File: src/rtl/core/bfbd_pkg.sv
`timescale 1ns / 1ps
// bfbd_pkg: shared types and constants of the beat flash brightness decay block
// no dependencies

package bfbd_pkg;

  localparam int unsigned LevelW  = 6;
  localparam int unsigned PeriodW = 12;
  localparam int unsigned TagW    = 7;
  localparam int unsigned ByteW   = 8;

  // command codes
  localparam logic [ByteW-1:0] CMD_BANG    = 8'd4;
  localparam logic [ByteW-1:0] CMD_BEAT    = 8'd5;
  localparam logic [ByteW-1:0] CMD_BANG_UP = 8'd6;
  localparam logic [ByteW-1:0] CMD_BRIGHT  = 8'd7;

  // item kinds
  localparam logic OP_TICK = 1'b0;
  localparam logic OP_MSG  = 1'b1;

  localparam logic [TagW-1:0]    TAG_RESET     = 7'd42;
  localparam logic [LevelW-1:0]  LEVEL_RESET   = 6'd1;
  localparam logic [LevelW-1:0]  PEAK_RESET    = 6'd16;
  localparam logic [LevelW-1:0]  PEAK_MIN      = 6'd8;
  localparam logic [PeriodW-1:0] PERIOD_RESET  = 12'd1000;
  localparam logic [PeriodW-1:0] PERIOD_BANG   = 12'd2500;
  localparam logic [PeriodW-1:0] PERIOD_BANGUP = 12'd10;
  localparam logic [PeriodW-1:0] PERIOD_BEAT   = 12'd6;
  localparam logic [PeriodW-1:0] COUNT_MAX     = 12'd4095;

  typedef struct packed {
    logic             op;
    logic             is_sysex;
    logic [ByteW-1:0] tag_byte;
    logic [ByteW-1:0] what_code;
    logic [ByteW-1:0] value_byte;
  } item_t;

  typedef struct packed {
    logic [LevelW-1:0] brightness;
    logic              beat_pulse;
    logic              hold_active;
  } result_t;

endpackage

File: src/rtl/core/bfbd_item_if.sv
`timescale 1ns / 1ps
// bfbd_item_if: input channel of the beat flash block, valid/ready with item payload
// no dependencies

interface bfbd_item_if;
  logic       valid;
  logic       ready;
  logic       op;
  logic       is_sysex;
  logic [7:0] tag_byte;
  logic [7:0] what_code;
  logic [7:0] value_byte;

  modport source (
    output valid, op, is_sysex, tag_byte, what_code, value_byte,
    input  ready
  );
  modport sink (
    input  valid, op, is_sysex, tag_byte, what_code, value_byte,
    output ready
  );
endinterface

File: src/rtl/core/bfbd_result_if.sv
`timescale 1ns / 1ps
// bfbd_result_if: output channel of the beat flash block, valid/ready with result payload
// no dependencies

interface bfbd_result_if;
  logic       valid;
  logic       ready;
  logic [5:0] brightness;
  logic       beat_pulse;
  logic       hold_active;

  modport source (
    output valid, brightness, beat_pulse, hold_active,
    input  ready
  );
  modport sink (
    input  valid, brightness, beat_pulse, hold_active,
    output ready
  );
endinterface

File: src/rtl/core/bfbd_in_reg.sv
`timescale 1ns / 1ps
// bfbd_in_reg: input register stage, holds one accepted item until it is processed
// depends on bfbd_pkg and bfbd_item_if

module bfbd_in_reg
  import bfbd_pkg::*;
(
  input  logic        clk,
  input  logic        rst,
  bfbd_item_if.sink   item,
  input  logic        take,
  output logic        held,
  output item_t       held_item
);

  logic  valid;
  item_t data;

  assign item.ready = !valid || take;
  assign held       = valid;
  assign held_item  = data;

  always_ff @(posedge clk) begin
    if (rst) begin
      valid <= 1'b0;
    end else if (item.valid && item.ready) begin
      valid <= 1'b1;
    end else if (take) begin
      valid <= 1'b0;
    end
  end

  always_ff @(posedge clk) begin
    if (item.valid && item.ready) begin
      data.op         <= item.op;
      data.is_sysex   <= item.is_sysex;
      data.tag_byte   <= item.tag_byte;
      data.what_code  <= item.what_code;
      data.value_byte <= item.value_byte;
    end
  end

endmodule

File: src/rtl/core/bfbd_env.sv
`timescale 1ns / 1ps
// bfbd_env: envelope state and the per-item update logic, plus the tag register
// depends on bfbd_pkg

module bfbd_env
  import bfbd_pkg::*;
(
  input  logic            clk,
  input  logic            rst,
  input  logic            tag_we,
  input  logic [TagW-1:0] tag_wdata,
  input  logic            step,
  input  item_t           cur,
  output result_t         res
);

  logic [TagW-1:0]    sysex_tag;
  logic [LevelW-1:0]  level;
  logic [LevelW-1:0]  peak_level;
  logic [PeriodW-1:0] decay_period;
  logic [PeriodW-1:0] period_count;
  logic               started;
  logic               hold_flag;

  logic [LevelW-1:0]  level_next;
  logic [LevelW-1:0]  peak_level_next;
  logic [PeriodW-1:0] decay_period_next;
  logic [PeriodW-1:0] period_count_next;
  logic               started_next;
  logic               hold_flag_next;
  logic               pulse;

  logic [PeriodW-1:0] elapsed;
  logic [LevelW-1:0]  floor_level;
  logic [LevelW-1:0]  new_peak;
  logic               matched;

  always_comb begin
    elapsed     = (period_count == COUNT_MAX) ? COUNT_MAX : period_count + 1'b1;
    floor_level = peak_level >> 3;
    new_peak    = (cur.value_byte[7:2] < PEAK_MIN) ? PEAK_MIN : cur.value_byte[7:2];
    matched     = cur.is_sysex && (cur.tag_byte == {1'b0, sysex_tag});

    level_next        = level;
    peak_level_next   = peak_level;
    decay_period_next = decay_period;
    period_count_next = period_count;
    started_next      = started;
    hold_flag_next    = hold_flag;
    pulse             = 1'b0;

    if (cur.op == OP_TICK) begin
      if (!started || elapsed > decay_period) begin
        started_next      = 1'b1;
        period_count_next = '0;
        if (level > floor_level) begin
          level_next = level - 1'b1;
        end
      end else begin
        period_count_next = elapsed;
      end
    end else if (matched) begin
      case (cur.what_code)
        CMD_BANG: begin
          hold_flag_next    = 1'b1;
          decay_period_next = PERIOD_BANG;
          level_next        = peak_level;
          pulse             = 1'b1;
        end
        CMD_BANG_UP: begin
          hold_flag_next    = 1'b0;
          decay_period_next = PERIOD_BANGUP;
        end
        CMD_BEAT: begin
          if (!hold_flag) begin
            level_next        = peak_level;
            decay_period_next = PERIOD_BEAT;
            pulse             = 1'b1;
          end
        end
        CMD_BRIGHT: begin
          peak_level_next = new_peak;
          level_next      = new_peak >> 3;
        end
        default: begin
        end
      endcase
    end

    res.brightness  = level_next;
    res.beat_pulse  = pulse;
    res.hold_active = hold_flag_next;
  end

  always_ff @(posedge clk) begin
    if (rst) begin
      sysex_tag <= TAG_RESET;
    end else if (tag_we) begin
      sysex_tag <= tag_wdata;
    end
  end

  always_ff @(posedge clk) begin
    if (rst) begin
      level        <= LEVEL_RESET;
      peak_level   <= PEAK_RESET;
      decay_period <= PERIOD_RESET;
      period_count <= '0;
      started      <= 1'b0;
      hold_flag    <= 1'b0;
    end else if (step) begin
      level        <= level_next;
      peak_level   <= peak_level_next;
      decay_period <= decay_period_next;
      period_count <= period_count_next;
      started      <= started_next;
      hold_flag    <= hold_flag_next;
    end
  end

endmodule

File: src/rtl/core/bfbd_out_reg.sv
`timescale 1ns / 1ps
// bfbd_out_reg: result register, holds one result until the sink takes it
// depends on bfbd_pkg and bfbd_result_if

module bfbd_out_reg
  import bfbd_pkg::*;
(
  input  logic          clk,
  input  logic          rst,
  input  logic          load,
  input  result_t       res,
  output logic          space,
  bfbd_result_if.source result
);

  logic    valid;
  result_t data;

  assign space              = !valid || result.ready;
  assign result.valid       = valid;
  assign result.brightness  = data.brightness;
  assign result.beat_pulse  = data.beat_pulse;
  assign result.hold_active = data.hold_active;

  always_ff @(posedge clk) begin
    if (rst) begin
      valid <= 1'b0;
    end else if (load) begin
      valid <= 1'b1;
    end else if (result.ready) begin
      valid <= 1'b0;
    end
  end

  always_ff @(posedge clk) begin
    if (load) begin
      data <= res;
    end
  end

endmodule

File: src/rtl/core/beat_flash_brightness_decay.sv
`timescale 1ns / 1ps
// beat_flash_brightness_decay: top level of the LED flash-and-decay envelope
// depends on bfbd_pkg, bfbd_item_if, bfbd_result_if, bfbd_in_reg, bfbd_env, bfbd_out_reg

// LED brightness envelope. Each input transfer is either a one-millisecond
// tick or a control message; each one yields exactly one result transfer
// carrying the brightness level, a beat pulse flag and the hold state.
// Ticks decay the level by one step once the elapsed count passes the
// current decay period (the first tick after reset always counts as
// expired); a decay never takes the level below peak/8. Sysex messages
// whose tag matches sysex_tag trigger bang, bang up, beat or brightness
// commands. Throughput is one item per clock while the sink takes results:
// an item sits in the input register, one pass of update logic computes
// the new state and result, and the result register holds it for the
// sink. A result becomes valid once its item has passed from the input
// register through the update logic into the result register; a stalled
// sink holds the result and the input register, and input ready drops
// once both are full. Write sysex_tag only while no items are in flight.

module beat_flash_brightness_decay
  import bfbd_pkg::*;
(
  input  logic            clk,
  input  logic            rst,
  input  logic            sysex_tag_we,
  input  logic [TagW-1:0] sysex_tag_wdata,
  bfbd_item_if.sink       item,
  bfbd_result_if.source   result
);

  logic    held;       // input register holds an item
  item_t   held_item;
  logic    space;      // result register can take a new result
  logic    fire;       // item processed this cycle
  result_t res;

  // process when there is an item and a free result slot
  assign fire = held && space;

  bfbd_in_reg u_in_reg (
    .clk       (clk),
    .rst       (rst),
    .item      (item),
    .take      (fire),
    .held      (held),
    .held_item (held_item)
  );

  // state update and result computation in one pass
  bfbd_env u_env (
    .clk       (clk),
    .rst       (rst),
    .tag_we    (sysex_tag_we),
    .tag_wdata (sysex_tag_wdata),
    .step      (fire),
    .cur       (held_item),
    .res       (res)
  );

  bfbd_out_reg u_out_reg (
    .clk    (clk),
    .rst    (rst),
    .load   (fire),
    .res    (res),
    .space  (space),
    .result (result)
  );

endmodule

File: src/flat_wrapper.sv
// flat-port wrapper written by rule: the top's interface ports become plain ports
module beat_flash_brightness_decay_flat import bfbd_pkg::*;
  (clk, rst, sysex_tag_we, sysex_tag_wdata, item_valid, item_op, item_is_sysex, item_tag_byte, item_what_code, item_value_byte, item_ready, result_valid, result_brightness, result_beat_pulse, result_hold_active, result_ready);
  bfbd_item_if item_i ();
  bfbd_result_if result_i ();
  input  logic clk;
  input  logic rst;
  input  logic sysex_tag_we;
  input  logic [TagW-1:0] sysex_tag_wdata;
  input wire logic [$bits(item_i.valid)-1:0] item_valid;
  input wire logic [$bits(item_i.op)-1:0] item_op;
  input wire logic [$bits(item_i.is_sysex)-1:0] item_is_sysex;
  input wire logic [$bits(item_i.tag_byte)-1:0] item_tag_byte;
  input wire logic [$bits(item_i.what_code)-1:0] item_what_code;
  input wire logic [$bits(item_i.value_byte)-1:0] item_value_byte;
  output wire logic [$bits(item_i.ready)-1:0] item_ready;
  output wire logic [$bits(result_i.valid)-1:0] result_valid;
  output wire logic [$bits(result_i.brightness)-1:0] result_brightness;
  output wire logic [$bits(result_i.beat_pulse)-1:0] result_beat_pulse;
  output wire logic [$bits(result_i.hold_active)-1:0] result_hold_active;
  input wire logic [$bits(result_i.ready)-1:0] result_ready;
  assign item_i.valid = item_valid;
  assign item_i.op = item_op;
  assign item_i.is_sysex = item_is_sysex;
  assign item_i.tag_byte = item_tag_byte;
  assign item_i.what_code = item_what_code;
  assign item_i.value_byte = item_value_byte;
  assign item_ready = item_i.ready;
  assign result_valid = result_i.valid;
  assign result_brightness = result_i.brightness;
  assign result_beat_pulse = result_i.beat_pulse;
  assign result_hold_active = result_i.hold_active;
  assign result_i.ready = result_ready;
  beat_flash_brightness_decay u_core (.clk(clk), .rst(rst), .sysex_tag_we(sysex_tag_we), .sysex_tag_wdata(sysex_tag_wdata), .item(item_i), .result(result_i));
endmodule
File: config.mk
export PLATFORM = sky130hd
export DESIGN_NAME = beat_flash_brightness_decay_flat
export DESIGN_NICKNAME = d
export VERILOG_FILES = /design/src/rtl/core/bfbd_pkg.sv /design/src/rtl/core/bfbd_item_if.sv /design/src/rtl/core/bfbd_result_if.sv /design/src/rtl/core/bfbd_in_reg.sv /design/src/rtl/core/bfbd_env.sv /design/src/rtl/core/bfbd_out_reg.sv /design/src/rtl/core/beat_flash_brightness_decay.sv /design/src/flat_wrapper.sv
export SDC_FILE = /design/constraint.sdc
export NUM_CORES = 1
export LEC_CHECK = 0
export ABC_CLOCK_PERIOD_IN_PS = 9850
export BUFFER_PORTS_ARGS = -buffer_cell sky130_fd_sc_hd__buf_2
export CORE_ASPECT_RATIO = 1.2
export CORE_MARGIN = 10
export CORE_UTILIZATION = 45
export CTS_CLUSTER_SIZE = 30
export DETAILED_ROUTE_END_ITERATION = 10
export GPL_TIMING_DRIVEN = 0
export SYNTH_ARGS = -nofsm -noshare
export SYNTH_HDL_FRONTEND = slang
export SYNTH_SLANG_ARGS = --single-unit
File: constraint.sdc
create_clock -name clk -period 9.85 [get_ports clk]
set_input_delay 0.4925 -clock clk [delete_from_list [all_inputs] [get_ports clk]]
set_output_delay 0.4925 -clock clk [all_outputs]
set_load 0.02 [all_outputs]
Word level (Yosys, flattened, before mapping)
Index checks and enable logic that the tools add are counted.
- word-level logic and storage cells: 67
- bits in latches: 0
- memories kept: 0
- memory bits (writable): 0
- bits of input ports: 38
- memory bits (read-only): 0
- register bits: 81
- muxes and demuxes: 20
- reductions and logical operators: 17
- divide/modulo/power cells: 0
- shift operators: 0
- add/sub/neg operators: 2
- multipliers: 0
- equality and inequality tests: 7
- order comparisons: 3
- bitwise operators: 1
- operator list (operator ; number):
    12-bit two-way mux ; 3
    6-bit two-way mux ; 6
    12-bit one-hot mux with 3 select lines ; 1
    8-bit by 3-bit equality test with 1-bit output (second input constant) ; 4
    6-bit one-hot mux with 3 select lines ; 1
    12-bit by 1-bit adder with 12-bit output (second input constant) ; 1
    12-bit equality test (second input constant) ; 1
    12-bit > comparator ; 1
    8-bit by 7-bit equality test with 1-bit output ; 1
    1-bit two-way mux ; 7
    6-bit by 3-bit > comparator with 1-bit output ; 1
    6-bit by 4-bit < comparator with 1-bit output (second input constant) ; 1
    6-bit by 1-bit subtractor with 6-bit output (second input constant) ; 1
    5-bit AND reduction ; 1
    1-bit one-hot mux with 2 select lines ; 2
    2-bit AND reduction ; 2
    4-bit AND reduction ; 1
    2-bit nonzero test ; 2
    1-bit logical AND ; 3
    1-bit logical NOT ; 3
    1-bit logical OR ; 3
    3-bit AND reduction ; 1
    3-bit nonzero test ; 1
    2-bit inequality test (second input constant) ; 1
    1-bit NOT ; 1

Logic depth before layout (Yosys ltp)
Gate-level depths: netlist of run 1.
- depth in word-level cells: 6
- mapped depth: 14
- depth with buffers taken out: 13

By module
From an unflattened synthesis of run 1, not the netlist that was laid out.
- cell total of the unflattened synthesis: 383
- area total of the unflattened synthesis: 3724.8 um2
- modules (own cells, without submodules) (module ; instances ; cells an instance ; area an instance (um2)):
    bfbd_env ; 1 ; 339 ; 2596.2
    bfbd_in_reg ; 1 ; 31 ; 835.8
    bfbd_out_reg ; 1 ; 12 ; 286.5
    beat_flash_brightness_decay ; 1 ; 1 ; 6.3

Worst setup path after synthesis of run 1
OpenSTA, ideal clock, no wires.
- path type: register to register
- start: register u_core.u_env.period_count[0]
- end: register u_core.u_out_reg.data, in the netlist u_core.u_out_reg.result.brightness[0] (data pin)
- slack: 6507 ps
- buffers on the path: 2
- arrival time: 3191 ps
- data required time: 9698 ps
- library setup time: 152 ps
- stages on the path, launching flop included: 15
- cells stage by stage: dfxtp_1 ha_1 nand4_1 or3_4 buf_6 o21ai_0 ha_1 and3_1 a211oi_1 nand3_1 o211ai_4 a21oi_2 buf_4 or2_2 a31oi_1
- RTL lines (what ; line ; text):
    start: declaration ; bfbd_env.sv:21 ; logic [PeriodW-1:0] period_count;
    start signal: assignment ; bfbd_env.sv:115 ; period_count <= period_count_next;
    end signal: assignment ; bfbd_out_reg.sv:37 ; data <= res;
    end: declaration ; bfbd_out_reg.sv:17 ; result_t data;

==> results.md, run 1 <==
- Run status: finished clean
- Die X: 104.1 um
- Syn Area/Cell: 9.661 um^2
- WHS: 309.4 ps
- Via-per-instance ratio: 5.482
- Area added between synthesis and finish: 14.36%
- Clock tree from TritonCTS: done
- Leakage: 1.675 nW
- Seq cells post-synth: 73
- Ys flop type: dfxtp_1
- Synth area leader: edfxtp_1
- Cts-stage hold buffer count: 0
- Initial antenna violation count: 0
- Router iterations before antenna repair: 4
- Worst min-delay path class: input port to flip-flop
- First-pass GRT wire length: 14750 um
- Max_cap viols: 0
- Met2 routed WL: 4116 um
- Final Core Density: 53.24%
- VDD IR-drop max: 0.00009466 V
- Clk_skew: 8.042 ps
- Setup WS pre-CTS: 6012 ps
- Slew headroom: 33.23%
- Final instance area: 0.004364 mm^2
- WL met3: 468 um
- DRT iter0 DRCs: 190
- Grt ovf: 0
- Post-Place Cell Area: 0.004174 mm^2
- Non-Filler Instances: 568
- Layout cells sized above 1: 17.18%
- Most frequent cell after synthesis: dfxtp_1
- Global Route Usage Sum: 14.25%
- Setup repair bufs after CTS: 0
- Vias post-DR: 3114
- Core Area: 0.008198 mm^2
- CTS Sinks: 73
- Slew @ Worst Pin: 1002 ps
- Cell area after synthesis: 0.003816 mm^2
- Tcrit/Tclk final: 39.78%
- Syn. warnings: 0
- Nets: 501
- Crit path capture type: flip-flop
- Total power: 0.6147 mW
- Routed length per instance: 15.55 um
- Die footprint: 0.01258 mm^2
- WP data required: 10060 ps
- Largest net degree at the start of global routing: 25
- Fin crit period: 3919 ps
- Critical path arrival: 4130 ps
- Number of global-route vias before repair: 3031
- Ports: 48
- Async SR Flop Fraction: 0%
- Crit path max fanout: 10
- Layout fillers: 823
- PD cells: 140.9 mW/mm^2
- Clock Path Buffers: 2
- Die Y: 120.9 um
- H-Tree Level Count: 3
- Post-DP HPWL: 6639 um
- Std-Cell Rows: 36
- Area contributors post-synth: edfxtp_1 (25%), dfxtp_1 (22%), ha_1 (4.6%)
- Fmax: 255.2 MHz
- Cts bufs inserted: 9
- RSZ-0062 raised after global routing: false
- Syn Nets: 447
- Clock Latency Late Sink: 360 ps
- Seq/Total Area, Yosys: 46.69%
- Fin worst setup slack: 5931 ps
- Yosys cell types: 64
- Clk slew on worst S/H paths: 80 ps
- Inst Count DP: 552
- Residual DRC count: 0
- Initial cell density of the core: 46.55%
- DRT Wirelength: 8831 um
- Top-area cell type share of the netlist area: 25.18%
- Critical setup path kind: flip-flop to flip-flop
- # port buffers: 43
- Post-synth EDFFs: 32
- Hold Fails Final Rpt: 0
- Synth cell count leaders: dfxtp_1 (41), nor2_1 (37), nand2_1 (35)
- Endpoints failing setup: 0
- Pins over their slew limit: 0
- Resized cells post-CTS: 0
- Met1 WL: 4076 um
- Synthesized instance count: 395
- Setup tns final: 0 ps
- Routed Antenna Nets: 0
- Diode count: 0
- GP Congestion: 0.8916
- CTS root buf: clkbuf_8
- Top Metal Used: met4
- Crit start category: flip-flop
==> critical path, cell delays in order, from the launching register on <==
cell      delay, ps
dfxtp_1         420
ha_1            250
and2_1          220
nor2b_1         350
a21oi_1         120
o21ai_0         280
ha_1            300
and3_1          180
a211oi_1        340
nand3_1         180
o211ai_4        290
a21oi_2         150
buf_4           200
or2_2           300
a31oi_1         170
==> state kept, by name (all words and copies together), names as in the netlist, 6 cells and up <==
| name | count |
|---|---|
| u_core.u_in_reg.held_item | 24 |
| u_core.u_env.period_count | 12 |
| u_core.u_env.sysex_tag | 7 |
| u_core.u_env.decay_period | 6 |
| u_core.u_env.level | 6 |
| u_core.u_env.peak_level | 6 |
| u_core.u_out_reg.result.brightness | 6 |
==> layer usage <==
layer,vias up,GRT usage (%)
met4,0,5.836
met2,82,23.25
met5,-,0
li1,1562,-
met1,1457,17.36
met3,13,4.038
==> where the power goes <==
part	total, mW	internal, mW	switching (mW)
Sequential	0.332	0.327	0.00497
Clock	0.233	0.123	0.109
Combinational	0.0503	0.0176	0.0328
==> final cells by class <==
cell class	count	area, um^2	area share [%]
Clock inverter	3	41.29	0.9461
Timing Repair Buffer	43	215.2	4.931
Clock buffer	13	148.9	3.412
Buffer	18	81.33	1.864
Tap cell	114	142.6	3.268
Sequential cell	73	1782	40.83
Multi-Input combinational cell	288	1893	43.38
Inverter	16	60.06	1.376
==> cells in the final DEF (no fill, tap or decap), types with 2 or more instances in the layout <==
cell      instances
o211ai_1          4
edfxtp_1         32
o21a_1            4
nand4_2           2
nor2b_1           8
a22oi_1           2
o21ai_0          17
nand2_1          35
a32oi_1           6
nand2b_1          2
a311o_1           2
buf_2            45
dfxtp_1          41
a31oi_1           2
nand4_1           5
and3_1            9
xnor2_1           2
or3_1             5
ha_1             14
mux2i_1          10
and2_1            2
nor2_1           37
or2_2             2
a211oi_1          8
nand3_1          26
nor3_1            8
o31ai_1           2
a211o_1           2
clkbuf_8         10
inv_1            16
xor2_1            9
a21oi_1          33
clkbuf_1         17
==> worst paths after layout <==
kind | endpoint | from | cells past startpoint | slack (ps)
worst max-delay path | u_core.u_out_reg.result.brightness[0]$_DFFE_PP_ | u_core.u_env.period_count[0]$_SDFFE_PP0P_ | 14 | 5930
worst max register to register | u_core.u_out_reg.result.brightness[0]$_DFFE_PP_ | u_core.u_env.period_count[0]$_SDFFE_PP0P_ | 14 | 5930
worst min-delay path | u_core.u_in_reg.held_item[19]$_DFFE_PP_ | item_tag_byte[3] | 1 | 310
worst min register to register | u_core.u_env.decay_period[2]$_SDFFE_PP0P_ | u_core.u_env.decay_period[2]$_SDFFE_PP0P_ | 2 | 460
==> kinds of logic (layout without fill, tap and decap cells) <==
family	Yosys count	count (layout)	synth area share (%)
AND/OR/NAND/NOR	157	157	22.26
AO/OA/AOI/OAI	96	96	17.61
flip-flops	73	73	46.69
buffers and inverters	34	93	3.705
adder cells (fa/ha/maj)	14	14	4.590
XOR/XNOR	11	11	2.525
multiplexers	10	10	2.623
Note: power is estimated with default switching activity, not from simulation.
==> inputs of run 2 (changes only) <==
--- a/config.mk
+++ b/config.mk
@@ -5,7 +5,7 @@
 export SDC_FILE = /design/constraint.sdc
 export NUM_CORES = 1
 export LEC_CHECK = 0
-export ABC_CLOCK_PERIOD_IN_PS = 9850
+export ABC_CLOCK_PERIOD_IN_PS = 3900
 export BUFFER_PORTS_ARGS = -buffer_cell sky130_fd_sc_hd__buf_2
 export CORE_ASPECT_RATIO = 1.2
 export CORE_MARGIN = 10
==> constraint.sdc (replaced) <==
create_clock -name clk -period 3.9 [get_ports clk]
set_input_delay 0.195 -clock clk [delete_from_list [all_inputs] [get_ports clk]]
set_output_delay 0.195 -clock clk [all_outputs]
set_load 0.02 [all_outputs]
==> results.md, run 2 (same netlist as run 1, synthesis figures left out) <==
- DRT Wirelength: 8906 um
- Setup tns final: 0 ps
- Multi-input gate area: 0.001901 mm^2
- Number of global-route vias before repair: 3056
- CTS Sinks: 73
- Tcrit/Tclk final: 92.55%
- Crit path max fanout: 10
- Total power: 1.558 mW
- Endpoints failing setup: 0
- GP Congestion: 0.8916
- Pins over their slew limit: 0
- Area added between synthesis and finish: 16.72%
- H-Tree Level Count: 3
- Via-per-instance ratio: 5.421
- Most frequent cells in the layout: buf_2 (45), dfxtp_1 (41), nor2_1 (37)
- Hold Fails Final Rpt: 0
- Max reg flops: 24
- Clk_skew: 7.017 ps
- Layout cells sized above 1: 17.93%
- Crit start category: flip-flop
- WHS: 12.58 ps
- PD cells: 349.7 mW/mm^2
- Die footprint: 0.01258 mm^2
- Fin crit period: 3610 ps
- Cts bufs inserted: 9
- Fin worst setup slack: 290.4 ps
- Initial antenna violation count: 0
- Final instance area: 0.004454 mm^2
- VDD IR-drop max: 0.0002394 V
- Post-DP HPWL: 6639 um
- Largest net degree at the start of global routing: 25
- Clock tree from TritonCTS: done
- Critical setup path kind: flip-flop to flip-flop
- Nets: 510
- Worst min-delay path class: input port to flip-flop
- Ports: 48
- Residual DRC count: 0
- # port buffers: 43
- Clk slew on worst S/H paths: 80 ps
- Vias post-DR: 3128
- RSZ-0062 raised after global routing: false
- Register area: 0.001782 mm^2
- Global Route Usage Sum: 14.31%
- Non-Filler Instances: 577
- Routed length per instance: 15.44 um
- Clock Path Buffers: 2
- First-pass GRT wire length: 14810 um
- DRT iter0 DRCs: 194
- Post-Place Cell Area: 0.004174 mm^2
- Most common cell after layout, fill and taps aside: buf_2
- Max_cap viols: 0
- Final Core Density: 54.33%
- WP data required: 4110 ps
- Run status: finished clean
- Die X: 104.1 um
- Layout fillers: 813
- Fmax: 277.0 MHz
- Initial cell density of the core: 46.55%
- Inst Count DP: 552
- Leakage: 1.715 nW
- Core Area: 0.008198 mm^2
- Router iterations before antenna repair: 4
- Clock Latency Late Sink: 350 ps
- Diode count: 0
- Critical path arrival: 3820 ps
- Setup WS pre-CTS: 62.26 ps
- CTS root buf: clkbuf_8
- Std-Cell Rows: 36
- Grt ovf: 0
- Slew headroom: 33.30%
- Crit path capture type: flip-flop
- Slew @ Worst Pin: 1000 ps
- Routed Antenna Nets: 0
- Die Y: 120.9 um
-- run 2: critical path, cell delays in order, from the launching register on --
cell	delay, ps
dfxtp_1	420
ha_1	250
nand4_1	180
or3_4	420
buf_6	150
o21ai_1	120
ha_1	280
and3_1	190
a211oi_2	230
nand3_1	150
o211ai_4	260
a21oi_2	130
buf_4	200
or2_2	300
a31oi_1	170
-- run 2: cell type report --
class / count / share of cell area [%]
Tap cell: 114 / 3.202
Buffer: 18 / 1.826
Clock inverter: 3 / 0.9270
Sequential cell: 73 / 40.00
Timing Repair Buffer: 52 / 6.685
Clock buffer: 13 / 3.343
Inverter: 16 / 1.348
Multi-Input combinational cell: 288 / 42.67
-- run 2: report_power, final --
part           internal, mW  switching (mW)  leakage [nW]
logic                0.0499          0.0841         0.980
clock network         0.312           0.274        0.0913
registers             0.825          0.0125         0.644
-- run 2: metal layers --
metal,wire length (um),part of all wire [%],track usage (%),up-vias
met2,4232,48,23.57,91
met3,524,5.9,3.985,14
li1,-,-,-,1584
met4,184,2.1,5.836,0
met1,3965,45,17.33,1439
met5,0,0,0,-
-- run 2: final timing paths --
path | end | cells after the start | startpoint | slack (ps)
worst max-delay path | u_core.u_out_reg.result.brightness[0]$_DFFE_PP_ | 14 | u_core.u_env.period_count[0]$_SDFFE_PP0P_ | 290
worst min-delay path | u_core.u_in_reg.held_item[19]$_DFFE_PP_ | 1 | item_tag_byte[3] | 10
worst max register to register | u_core.u_out_reg.result.brightness[0]$_DFFE_PP_ | 14 | u_core.u_env.period_count[0]$_SDFFE_PP0P_ | 290
worst min register to register | u_core.u_env.decay_period[2]$_SDFFE_PP0P_ | 2 | u_core.u_env.decay_period[2]$_SDFFE_PP0P_ | 460
-- run 2: what timing repair did --
action,CTS,global route
endpoints found under the setup margin,0,19
endpoints found under the hold margin,6,0
hold buffers,6,0
resized for setup,0,3
setup buffers,0,3
